==> config.mk <==
export PLATFORM = sky130hd
export DESIGN_NAME = fru_info_area_parser_flat
export DESIGN_NICKNAME = d
export VERILOG_FILES = /design/src/hdl/fru_pkg.sv /design/src/hdl/fru_if.sv /design/src/hdl/fru_step.sv /design/src/hdl/fru_info_area_parser.sv /design/src/flat_wrapper.sv
export SDC_FILE = /design/constraint.sdc
export NUM_CORES = 1
export LEC_CHECK = 0
export ABC_AREA = 1
export BUFFER_PORTS_ARGS = -buffer_cell sky130_fd_sc_hd__buf_2
export CORE_ASPECT_RATIO = 1.4
export CORE_MARGIN = 1
export CORE_UTILIZATION = 53
export CTS_CLUSTER_SIZE = 8
export DETAILED_ROUTE_END_ITERATION = 10
export PLACE_DENSITY = 0.84
export SYNTH_ARGS = -nofsm -noshare
export SYNTH_HDL_FRONTEND = slang
export SYNTH_SLANG_ARGS = --single-unit
==> constraint.sdc <==
create_clock -name clk -period 2.2 [get_ports clk]
set_clock_uncertainty 0.15 [all_clocks]
set_input_delay 0.22 -clock clk [delete_from_list [all_inputs] [get_ports clk]]
set_output_delay 0.22 -clock clk [all_outputs]
set_load 0.005 [all_outputs]
==> src/hdl/fru_pkg.sv <==
package fru_pkg;

    // area kind register codes
    localparam logic [1:0] AREA_CHASSIS = 2'd0;
    localparam logic [1:0] AREA_BOARD   = 2'd1;
    localparam logic [1:0] AREA_PRODUCT = 2'd2;

    // end of fields marker and the area position that holds the checksum
    localparam logic [7:0] END_MARK   = 8'hC1;
    localparam logic [2:0] CHECK_SLOT = 3'd7;

    typedef enum logic [2:0] {
        PH_PREFIX     = 3'd0,
        PH_NAMED_TL   = 3'd1,
        PH_NAMED_DATA = 3'd2,
        PH_SKIP       = 3'd3,
        PH_EXTRA_TL   = 3'd4,
        PH_EXTRA_DATA = 3'd5,
        PH_PAD        = 3'd6,
        PH_CHECK      = 3'd7
    } phase_t;

    typedef enum logic [2:0] {
        KIND_PREFIX   = 3'd0,
        KIND_NAMED_TL = 3'd1,
        KIND_NAMED    = 3'd2,
        KIND_EXTRA    = 3'd3,
        KIND_PAD      = 3'd4,
        KIND_CHECKSUM = 3'd5,
        KIND_SKIP     = 3'd6
    } kind_t;

    localparam logic [2:0] NO_FIELD = 3'd7;

    typedef struct packed {
        phase_t      phase;
        logic [2:0]  pos;
        logic [2:0]  prefix_count;
        logic [2:0]  named_idx;
        logic [5:0]  bytes_left;
        logic [7:0]  sum;
        logic [7:0]  cur_tl;
    } fru_state_t;

    localparam fru_state_t STATE_CLEAR = '{
        phase:        PH_PREFIX,
        pos:          3'd0,
        prefix_count: 3'd0,
        named_idx:    3'd0,
        bytes_left:   6'd0,
        sum:          8'd0,
        cur_tl:       8'd0
    };

    typedef struct packed {
        kind_t       byte_kind;
        logic [2:0]  prefix_index;
        logic [2:0]  field_number;
        logic [1:0]  field_type;
        logic [5:0]  field_length;
        logic [7:0]  field_data;
        logic [7:0]  running_sum;
        logic        area_done;
        logic        checksum_ok;
    } fru_result_t;

endpackage

==> src/hdl/fru_if.sv <==
// byte stream into the parser
interface fru_in_if;
    logic        valid;
    logic        ready;
    logic [7:0]  area_byte;
    logic        restart;

    modport source (output valid, output area_byte, output restart, input ready);
    modport sink   (input valid, input area_byte, input restart, output ready);
endinterface

// tagged byte stream out of the parser
interface fru_out_if;
    logic                valid;
    logic                ready;
    fru_pkg::kind_t      byte_kind;
    logic [2:0]          prefix_index;
    logic [2:0]          field_number;
    logic [1:0]          field_type;
    logic [5:0]          field_length;
    logic [7:0]          field_data;
    logic [7:0]          running_sum;
    logic                area_done;
    logic                checksum_ok;

    modport source (
        output valid, output byte_kind, output prefix_index, output field_number,
        output field_type, output field_length, output field_data,
        output running_sum, output area_done, output checksum_ok,
        input  ready
    );
    modport sink (
        input  valid, input byte_kind, input prefix_index, input field_number,
        input  field_type, input field_length, input field_data,
        input  running_sum, input area_done, input checksum_ok,
        output ready
    );
endinterface

==> src/hdl/fru_step.sv <==
module fru_step
(
    input  fru_pkg::fru_state_t  state,
    input  logic [1:0]           area_kind,
    input  logic [7:0]           area_byte,
    input  logic                 restart,
    output fru_pkg::fru_state_t  state_next,
    output fru_pkg::fru_result_t result
);

    // number of fixed prefix bytes for the area kind
    function automatic logic [3:0] prefix_len(input logic [1:0] k);
        priority if (k == fru_pkg::AREA_CHASSIS) return 4'd3;
        else if (k == fru_pkg::AREA_BOARD)       return 4'd6;
        else                                     return 4'd3;
    endfunction

    // number of named fields for the area kind
    function automatic logic [3:0] named_count(input logic [1:0] k);
        priority if (k == fru_pkg::AREA_CHASSIS) return 4'd2;
        else if (k == fru_pkg::AREA_BOARD)       return 4'd5;
        else                                     return 4'd7;
    endfunction

    // one byte of parsing: phase decode, field tracking and zero sum
    always_comb
    begin
        fru_pkg::fru_state_t cur;
        fru_pkg::fru_state_t nxt;
        fru_pkg::kind_t      kind;
        logic [2:0]          pidx;
        logic [2:0]          fnum;
        logic [7:0]          tl;
        logic                done;
        logic                counted;
        logic [2:0]          next_pos;
        logic [3:0]          idx_inc;
        logic                more_named;
        logic                required;
        logic [7:0]          sum_new;

        cur        = restart ? fru_pkg::STATE_CLEAR : state;
        nxt        = cur;
        kind       = fru_pkg::KIND_PREFIX;
        pidx       = 3'd0;
        fnum       = fru_pkg::NO_FIELD;
        tl         = 8'd0;
        done       = 1'b0;
        counted    = 1'b1;
        next_pos   = cur.pos + 3'd1;
        idx_inc    = {1'b0, cur.named_idx} + 4'd1;
        more_named = idx_inc < named_count(area_kind);
        required   = (area_kind == fru_pkg::AREA_CHASSIS) || more_named;

        unique case (cur.phase)
            fru_pkg::PH_PREFIX:
            begin
                kind = fru_pkg::KIND_PREFIX;
                pidx = cur.prefix_count;
                if (({1'b0, cur.prefix_count} + 4'd1) >= prefix_len(area_kind))
                begin
                    nxt.phase     = fru_pkg::PH_NAMED_TL;
                    nxt.named_idx = 3'd0;
                end
                else
                begin
                    nxt.prefix_count = cur.prefix_count + 3'd1;
                end
            end
            fru_pkg::PH_NAMED_TL:
            begin
                kind       = fru_pkg::KIND_NAMED_TL;
                fnum       = cur.named_idx;
                tl         = area_byte;
                nxt.cur_tl = area_byte;
                priority if (area_byte == fru_pkg::END_MARK)
                begin
                    nxt.phase = (next_pos == fru_pkg::CHECK_SLOT) ?
                                fru_pkg::PH_CHECK : fru_pkg::PH_PAD;
                end
                else if (area_byte[5:0] != 6'd0)
                begin
                    nxt.bytes_left = area_byte[5:0];
                    nxt.phase      = fru_pkg::PH_NAMED_DATA;
                end
                else if (required)
                begin
                    nxt.phase = fru_pkg::PH_SKIP;
                end
                else if (more_named)
                begin
                    nxt.named_idx = idx_inc[2:0];
                    nxt.phase     = fru_pkg::PH_NAMED_TL;
                end
                else
                begin
                    nxt.phase = fru_pkg::PH_EXTRA_TL;
                end
            end
            fru_pkg::PH_NAMED_DATA:
            begin
                kind = fru_pkg::KIND_NAMED;
                fnum = cur.named_idx;
                tl   = cur.cur_tl;
                if (cur.bytes_left <= 6'd1)
                begin
                    nxt.bytes_left = 6'd0;
                    if (more_named)
                    begin
                        nxt.named_idx = idx_inc[2:0];
                        nxt.phase     = fru_pkg::PH_NAMED_TL;
                    end
                    else
                    begin
                        nxt.phase = fru_pkg::PH_EXTRA_TL;
                    end
                end
                else
                begin
                    nxt.bytes_left = cur.bytes_left - 6'd1;
                end
            end
            fru_pkg::PH_SKIP:
            begin
                kind    = fru_pkg::KIND_SKIP;
                fnum    = cur.named_idx;
                tl      = cur.cur_tl;
                counted = 1'b0;
                if (more_named)
                begin
                    nxt.named_idx = idx_inc[2:0];
                    nxt.phase     = fru_pkg::PH_NAMED_TL;
                end
                else
                begin
                    nxt.phase = fru_pkg::PH_EXTRA_TL;
                end
            end
            fru_pkg::PH_EXTRA_TL:
            begin
                kind       = fru_pkg::KIND_EXTRA;
                tl         = area_byte;
                nxt.cur_tl = area_byte;
                priority if (area_byte == fru_pkg::END_MARK)
                begin
                    nxt.phase = (next_pos == fru_pkg::CHECK_SLOT) ?
                                fru_pkg::PH_CHECK : fru_pkg::PH_PAD;
                end
                else if (area_byte[5:0] != 6'd0)
                begin
                    nxt.bytes_left = area_byte[5:0];
                    nxt.phase      = fru_pkg::PH_EXTRA_DATA;
                end
            end
            fru_pkg::PH_EXTRA_DATA:
            begin
                kind = fru_pkg::KIND_EXTRA;
                tl   = cur.cur_tl;
                if (cur.bytes_left <= 6'd1)
                begin
                    nxt.bytes_left = 6'd0;
                    nxt.phase      = fru_pkg::PH_EXTRA_TL;
                end
                else
                begin
                    nxt.bytes_left = cur.bytes_left - 6'd1;
                end
            end
            fru_pkg::PH_PAD:
            begin
                kind = fru_pkg::KIND_PAD;
                if (next_pos == fru_pkg::CHECK_SLOT)
                begin
                    nxt.phase = fru_pkg::PH_CHECK;
                end
            end
            fru_pkg::PH_CHECK:
            begin
                kind = fru_pkg::KIND_CHECKSUM;
                done = 1'b1;
            end
        endcase

        // modulo 256 sum, skip bytes left out
        sum_new = counted ? (cur.sum + area_byte) : cur.sum;

        result.byte_kind    = kind;
        result.prefix_index = pidx;
        result.field_number = fnum;
        result.field_type   = tl[7:6];
        result.field_length = tl[5:0];
        result.field_data   = area_byte;
        result.running_sum  = sum_new;
        result.area_done    = done;
        result.checksum_ok  = done && (sum_new == 8'd0);

        // the checksum byte closes the area and the next byte starts a new one
        if (done)
        begin
            state_next = fru_pkg::STATE_CLEAR;
        end
        else
        begin
            nxt.sum    = sum_new;
            nxt.pos    = next_pos;
            state_next = nxt;
        end
    end

endmodule

==> src/hdl/fru_info_area_parser.sv <==
// a byte's result is registered and shows on the output in the cycle after the byte is accepted
// throughput: one byte per cycle while results are taken as they come
// a result left waiting for ready holds off the input until it is taken
// reset: parse state cleared to the first prefix byte, no result held,
// area kind set to board info area
module fru_info_area_parser
(
    input  logic             clk,
    input  logic             rst_n,
    input  logic             area_kind_we,
    input  logic [1:0]       area_kind_wdata,
    fru_in_if.sink           in_ch,
    fru_out_if.source        out_ch
);

    logic [1:0]            area_kind_reg;
    fru_pkg::fru_state_t   state_reg;
    fru_pkg::fru_state_t   state_next;
    fru_pkg::fru_result_t  result_reg;
    fru_pkg::fru_result_t  result_next;
    logic                  out_valid_reg;
    logic                  in_take;

    // configuration register
    always_ff @(posedge clk or negedge rst_n)
    begin
        if (!rst_n)
        begin
            area_kind_reg <= fru_pkg::AREA_BOARD;
        end
        else if (area_kind_we)
        begin
            area_kind_reg <= area_kind_wdata;
        end
    end

    // per byte parsing logic
    fru_step u_step
    (
        .state      (state_reg),
        .area_kind  (area_kind_reg),
        .area_byte  (in_ch.area_byte),
        .restart    (in_ch.restart),
        .state_next (state_next),
        .result     (result_next)
    );

    // take a transaction whenever the result register is free or being emptied
    assign in_ch.ready = !out_valid_reg || out_ch.ready;
    assign in_take     = in_ch.valid && in_ch.ready;

    // parse state and result valid
    always_ff @(posedge clk or negedge rst_n)
    begin
        if (!rst_n)
        begin
            state_reg     <= fru_pkg::STATE_CLEAR;
            out_valid_reg <= 1'b0;
        end
        else if (in_take)
        begin
            state_reg     <= state_next;
            out_valid_reg <= 1'b1;
        end
        else if (out_ch.ready)
        begin
            out_valid_reg <= 1'b0;
        end
    end

    // result payload
    always_ff @(posedge clk)
    begin
        if (in_take)
        begin
            result_reg <= result_next;
        end
    end

    // output channel
    assign out_ch.valid        = out_valid_reg;
    assign out_ch.byte_kind    = result_reg.byte_kind;
    assign out_ch.prefix_index = result_reg.prefix_index;
    assign out_ch.field_number = result_reg.field_number;
    assign out_ch.field_type   = result_reg.field_type;
    assign out_ch.field_length = result_reg.field_length;
    assign out_ch.field_data   = result_reg.field_data;
    assign out_ch.running_sum  = result_reg.running_sum;
    assign out_ch.area_done    = result_reg.area_done;
    assign out_ch.checksum_ok  = result_reg.checksum_ok;

    // checksum slot byte yields a finished area result
    a_check_done: assert property (@(posedge clk) disable iff (!rst_n)
        in_take && !in_ch.restart && state_reg.phase == fru_pkg::PH_CHECK
        |=> out_ch.valid && out_ch.area_done)
        else $error("checksum byte did not close the area");

    // after the checksum the parser is back at the first prefix byte
    a_auto_restart: assert property (@(posedge clk) disable iff (!rst_n)
        in_take && !in_ch.restart && state_reg.phase == fru_pkg::PH_CHECK
        |=> state_reg.phase == fru_pkg::PH_PREFIX && state_reg.pos == 3'd0
            && state_reg.sum == 8'd0)
        else $error("state not cleared after checksum");

    // skip bytes leave the sum untouched
    a_skip_sum: assert property (@(posedge clk) disable iff (!rst_n)
        in_take && !in_ch.restart && state_reg.phase == fru_pkg::PH_SKIP
        |=> out_ch.running_sum == $past(state_reg.sum)
            && out_ch.byte_kind == fru_pkg::KIND_SKIP)
        else $error("skip byte altered the running sum");

    // every other byte moves the area position on by one
    a_position: assert property (@(posedge clk) disable iff (!rst_n)
        in_take && !in_ch.restart && state_reg.phase != fru_pkg::PH_CHECK
        |=> state_reg.pos == $past(state_reg.pos) + 3'd1)
        else $error("area position out of step");

endmodule
==> src/flat_wrapper.sv <==
// flat-port wrapper written by rule: the top's interface ports become plain ports
module fru_info_area_parser_flat 
  (clk, rst_n, area_kind_we, area_kind_wdata, in_ch_valid, in_ch_area_byte, in_ch_restart, in_ch_ready, out_ch_valid, out_ch_byte_kind, out_ch_prefix_index, out_ch_field_number, out_ch_field_type, out_ch_field_length, out_ch_field_data, out_ch_running_sum, out_ch_area_done, out_ch_checksum_ok, out_ch_ready);
  fru_in_if in_ch_i ();
  fru_out_if out_ch_i ();
  input  logic clk;
  input  logic rst_n;
  input  logic area_kind_we;
  input  logic [1:0] area_kind_wdata;
  input wire logic [$bits(in_ch_i.valid)-1:0] in_ch_valid;
  input wire logic [$bits(in_ch_i.area_byte)-1:0] in_ch_area_byte;
  input wire logic [$bits(in_ch_i.restart)-1:0] in_ch_restart;
  output wire logic [$bits(in_ch_i.ready)-1:0] in_ch_ready;
  output wire logic [$bits(out_ch_i.valid)-1:0] out_ch_valid;
  output wire logic [$bits(out_ch_i.byte_kind)-1:0] out_ch_byte_kind;
  output wire logic [$bits(out_ch_i.prefix_index)-1:0] out_ch_prefix_index;
  output wire logic [$bits(out_ch_i.field_number)-1:0] out_ch_field_number;
  output wire logic [$bits(out_ch_i.field_type)-1:0] out_ch_field_type;
  output wire logic [$bits(out_ch_i.field_length)-1:0] out_ch_field_length;
  output wire logic [$bits(out_ch_i.field_data)-1:0] out_ch_field_data;
  output wire logic [$bits(out_ch_i.running_sum)-1:0] out_ch_running_sum;
  output wire logic [$bits(out_ch_i.area_done)-1:0] out_ch_area_done;
  output wire logic [$bits(out_ch_i.checksum_ok)-1:0] out_ch_checksum_ok;
  input wire logic [$bits(out_ch_i.ready)-1:0] out_ch_ready;
  assign in_ch_i.valid = in_ch_valid;
  assign in_ch_i.area_byte = in_ch_area_byte;
  assign in_ch_i.restart = in_ch_restart;
  assign in_ch_ready = in_ch_i.ready;
  assign out_ch_valid = out_ch_i.valid;
  assign out_ch_byte_kind = out_ch_i.byte_kind;
  assign out_ch_prefix_index = out_ch_i.prefix_index;
  assign out_ch_field_number = out_ch_i.field_number;
  assign out_ch_field_type = out_ch_i.field_type;
  assign out_ch_field_length = out_ch_i.field_length;
  assign out_ch_field_data = out_ch_i.field_data;
  assign out_ch_running_sum = out_ch_i.running_sum;
  assign out_ch_area_done = out_ch_i.area_done;
  assign out_ch_checksum_ok = out_ch_i.checksum_ok;
  assign out_ch_i.ready = out_ch_ready;
  fru_info_area_parser u_core (.clk(clk), .rst_n(rst_n), .area_kind_we(area_kind_we), .area_kind_wdata(area_kind_wdata), .in_ch(in_ch_i), .out_ch(out_ch_i));
endmodule
==> metrics.md <==
| Metric | Value |
|---|---|
| Status | finished with violations |
| Failing checks | negative setup slack |
| Tightest Pin Transition | 0.578 ns |
| FFs w/ async S/R, synth | 0.514 |
| Worst vdd ir | 0.000579 V |
| Via count | 4122 |
| I/O pin cnt | 53 |
| Hold Crit Class | primary input to register |
| Crit path depth | 13 |
| Starting Density | 0.544 |
| Req. time, crit path | 2.37 ns |
| Final net count | 677 |
| Fmax | 0.451 GHz |
| Root Buffer | clkbuf_8 |
| Commonest cells in the netlist | 145 x nand2_1, 77 x inv_1, 54 x nor2_1, 36 x dfrtp_1, 36 x nand3_1 |
| GRT Overall Usage | 0.292 |
| Synth top area share | 0.251 |
| Crit path cell chain | inv_2, nor2_4, ha_4, xnor2_2, ha_1, nand2_1, o21bai_4, nand3_2, buf_4, buf_4, a21oi_1, o21ai_1, nand2_1 |
| Fraction of layout cells with a size suffix above 1 | 0.257 |
| Final ANT Viol Nets | 0 |
| Share of the clock period used by the worst path | 1.01 |
| Final Hold Vio Count | 0 |
| Number of synthesized flops with an enable pin | 35 |
| Setup crit start kind | register |
| CTS tree | yes |
| Mapped cell area | 4190 um^2 |
| Gate power share | 0.398 |
| HPWL after detailed placement | 8070 um |
| Max Cap Viol | 0 |
| Final worst slack | -0.0162 ns |
| R2r startpoint | u_core.state_reg[25] |
| 1st-pass router iterations | 5 |
| Post-Syn Instances | 534 |
| Worst slew margin | 0.614 |
| Final setup fails | 2 |
| CTS Buf Count | 9 |
| Tmin final | 2.22 ns |
| Final wirelength | 11200 um |
| Top-count cell post-synth | nand2_1 |
| FP Rows | 38 |
| P&R area growth vs syn | 28.4% |
| Part of the power in registers | 0.360 |
| Vias in the first global route | 4048 |
| Filler Cells Inserted | 609 |
| Initial antenna violation count | 0 |
| R2r setup slk | -0.02 ns |
| Arr. time, crit path | 2.38 ns |
| Int Power | 3.35 mW |
| Die ar. | 8280 um^2 |
| Design Power | 5.26 mW |
| Clock-pin slew on the worst setup and hold paths | 0.08 ns |
| Max clock buf depth | 2 |
| H-tree depth | 3 |
| Crit end category | register |
| Largest net degree at the start of global routing | 27 |
| Syn. warnings | 0 |
| CP max-delay cell | dfrtp_1 |
| Reg2reg path depth | 13 |
| Switching pwr | 1.91 mW |
| DR WL/cell | 15.0 um |
| Hold_sp | in_ch_area_byte[7] |
| FF-to-FF End | u_core.state_reg[27] |
| CP top delay family | adder cells |
| Clock sinks | 72 |
| Sequential share of the synthesized area | 0.472 |
| Placer Congestion | 0.915 |
| Synth area leader | edfxtp_1 |
| Max incr delay on CP | 0.41 ns |
| Port-buffer cells | 52 |
| FF+latch count, synth | 72 |
| Unrepaired setup endpoints after global routing | yes |
| DRC | 0 |
| Final Max Tran Viols | 0 |
| Switching share of power | 0.363 |
| GRT overflow | 0 |
| Pre-CTS setup slack | -0.155 ns |
| Top FF cell, synth | dfrtp_1 |
| Max reg flops | 34 |
| Pwr dens | 977 nW/um^2 |
| Die W | 77.2 um |
| Fin util | 0.699 |
| Syn avg cell area | 7.85 um^2 |
| Multi-input gate area | 1990 um^2 |
| Die Y-Extent | 107 um |
| DR vias/cell | 5.50 |
| Clock group share of total power | 0.243 |
| FF/Latch Area | 1980 um^2 |
| Syn nets | 567 |
| Leak | 2.66 nW |
| Hold Crit Depth | 1 |
| CP Class | register to register |
| Global-route wire length before repair | 18600 um |
| Critical path buffers and inverters | 3 |
| Sink of the worst hold path | u_core.out_ch.field_data[7] |
| Area after DPL | 4870 um^2 |
| Post-route cell area | 5390 um^2 |
| Clk_lat worst skew | 0.37 ns |
| Diode count | 0 |
| Crit-path max FO | 4 |
| Top cells by area, synth | edfxtp_1 25%, dfrtp_1 21%, nand2_1 13% |
| Core footprint | 7700 um^2 |
| Yosys cell types | 35 |
| DR iter-0 viols | 264 |
==> per-layer routing <==
metal  wire length (um)  vias up  GRT usage  share of wire
li1                   -     1967          -              -
met1               4290     1930      0.321           0.38
met2               5760      176      0.506           0.51
met3                614       49     0.0638          0.055
met4                590        0      0.181          0.052
met5                  0        -          0              0
==> per-stage QoR <==
step	instances	hold WS [ns]	TNS, ns
after detailed placement	718	-0.0368	-1.07
after global placement	718	-0.0437	-0.381
after floorplan	534	-0.226	0
after global routing	749	0.0220	-0.804
after CTS	746	0.00706	-0.114
final	749	0.00815	-0.0209
==> power by group through the flow <==
stage / Sequential [mW] / Combinational [mW] / Clock [mW]
final: 1.89 / 2.09 / 1.28
after CTS: 1.88 / 1.92 / 1.26
after detailed placement: 1.91 / 1.84 / 0
after global placement: 1.90 / 1.77 / 0
after global routing: 1.92 / 2.33 / 1.32
after floorplan: 1.90 / 1.19 / 0
==> cells in the final DEF (no fill, tap or decap), types with 4 or more instances in the layout <==
master,count
inv_1,71
xor2_1,6
nand4_1,4
buf_2,52
inv_2,12
ha_1,13
nor2_1,43
a21oi_1,18
edfxtp_1,35
a21oi_2,4
o22ai_1,13
o32ai_1,5
dfrtp_1,36
o21ai_0,26
nand3_1,33
dlygate4sd3_1,10
o21ai_1,16
nor2_4,6
clkbuf_8,9
buf_4,47
nand2_1,138
nor2_2,10
nand2_2,10
==> cells by family after synthesis <==
logic type | share of synthesized area
buffers and inverters | 0.0892
adder cells (fa/ha/maj) | 0.0525
AND/OR/NAND/NOR | 0.250
AO/OA/AOI/OAI | 0.121
XOR/XNOR | 0.0146
flip-flops | 0.472
==> what timing repair did <==
item | 4_1_cts | 5_1_grt
buffers inserted | 2 | 3
pin swaps | 14 | 9
hold buffers | 10 | 0
endpoints found under the setup margin | 9 | 23
resized for setup | 18 | 30
endpoints found under the hold margin | 44 | 0
==> worst max-delay path by stage <==
stage | start | end | slack [ns]
after floorplan | in_ch_restart | u_core.out_ch.checksum_ok | 0.02
after detailed placement | in_ch_restart | u_core.out_ch.checksum_ok | -0.15
after global placement | in_ch_restart | u_core.out_ch.checksum_ok | -0.09
after CTS | u_core.state_reg[8] | u_core.out_ch.checksum_ok | -0.05
after global routing | u_core.state_reg[25] | u_core.state_reg[22] | -0.14
final | u_core.state_reg[25] | u_core.state_reg[27] | -0.02
==> final cells by class <==
type / count / share of cell area
clock inverters: 4 / 0.0174
well taps: 100 / 0.0232
repair buffers: 111 / 0.140
inverters: 83 / 0.0579
multi-input cells: 367 / 0.369
clock buffers: 12 / 0.0251
flip-flops and latches: 72 / 0.367
Power figures use the tool's default switching activity.
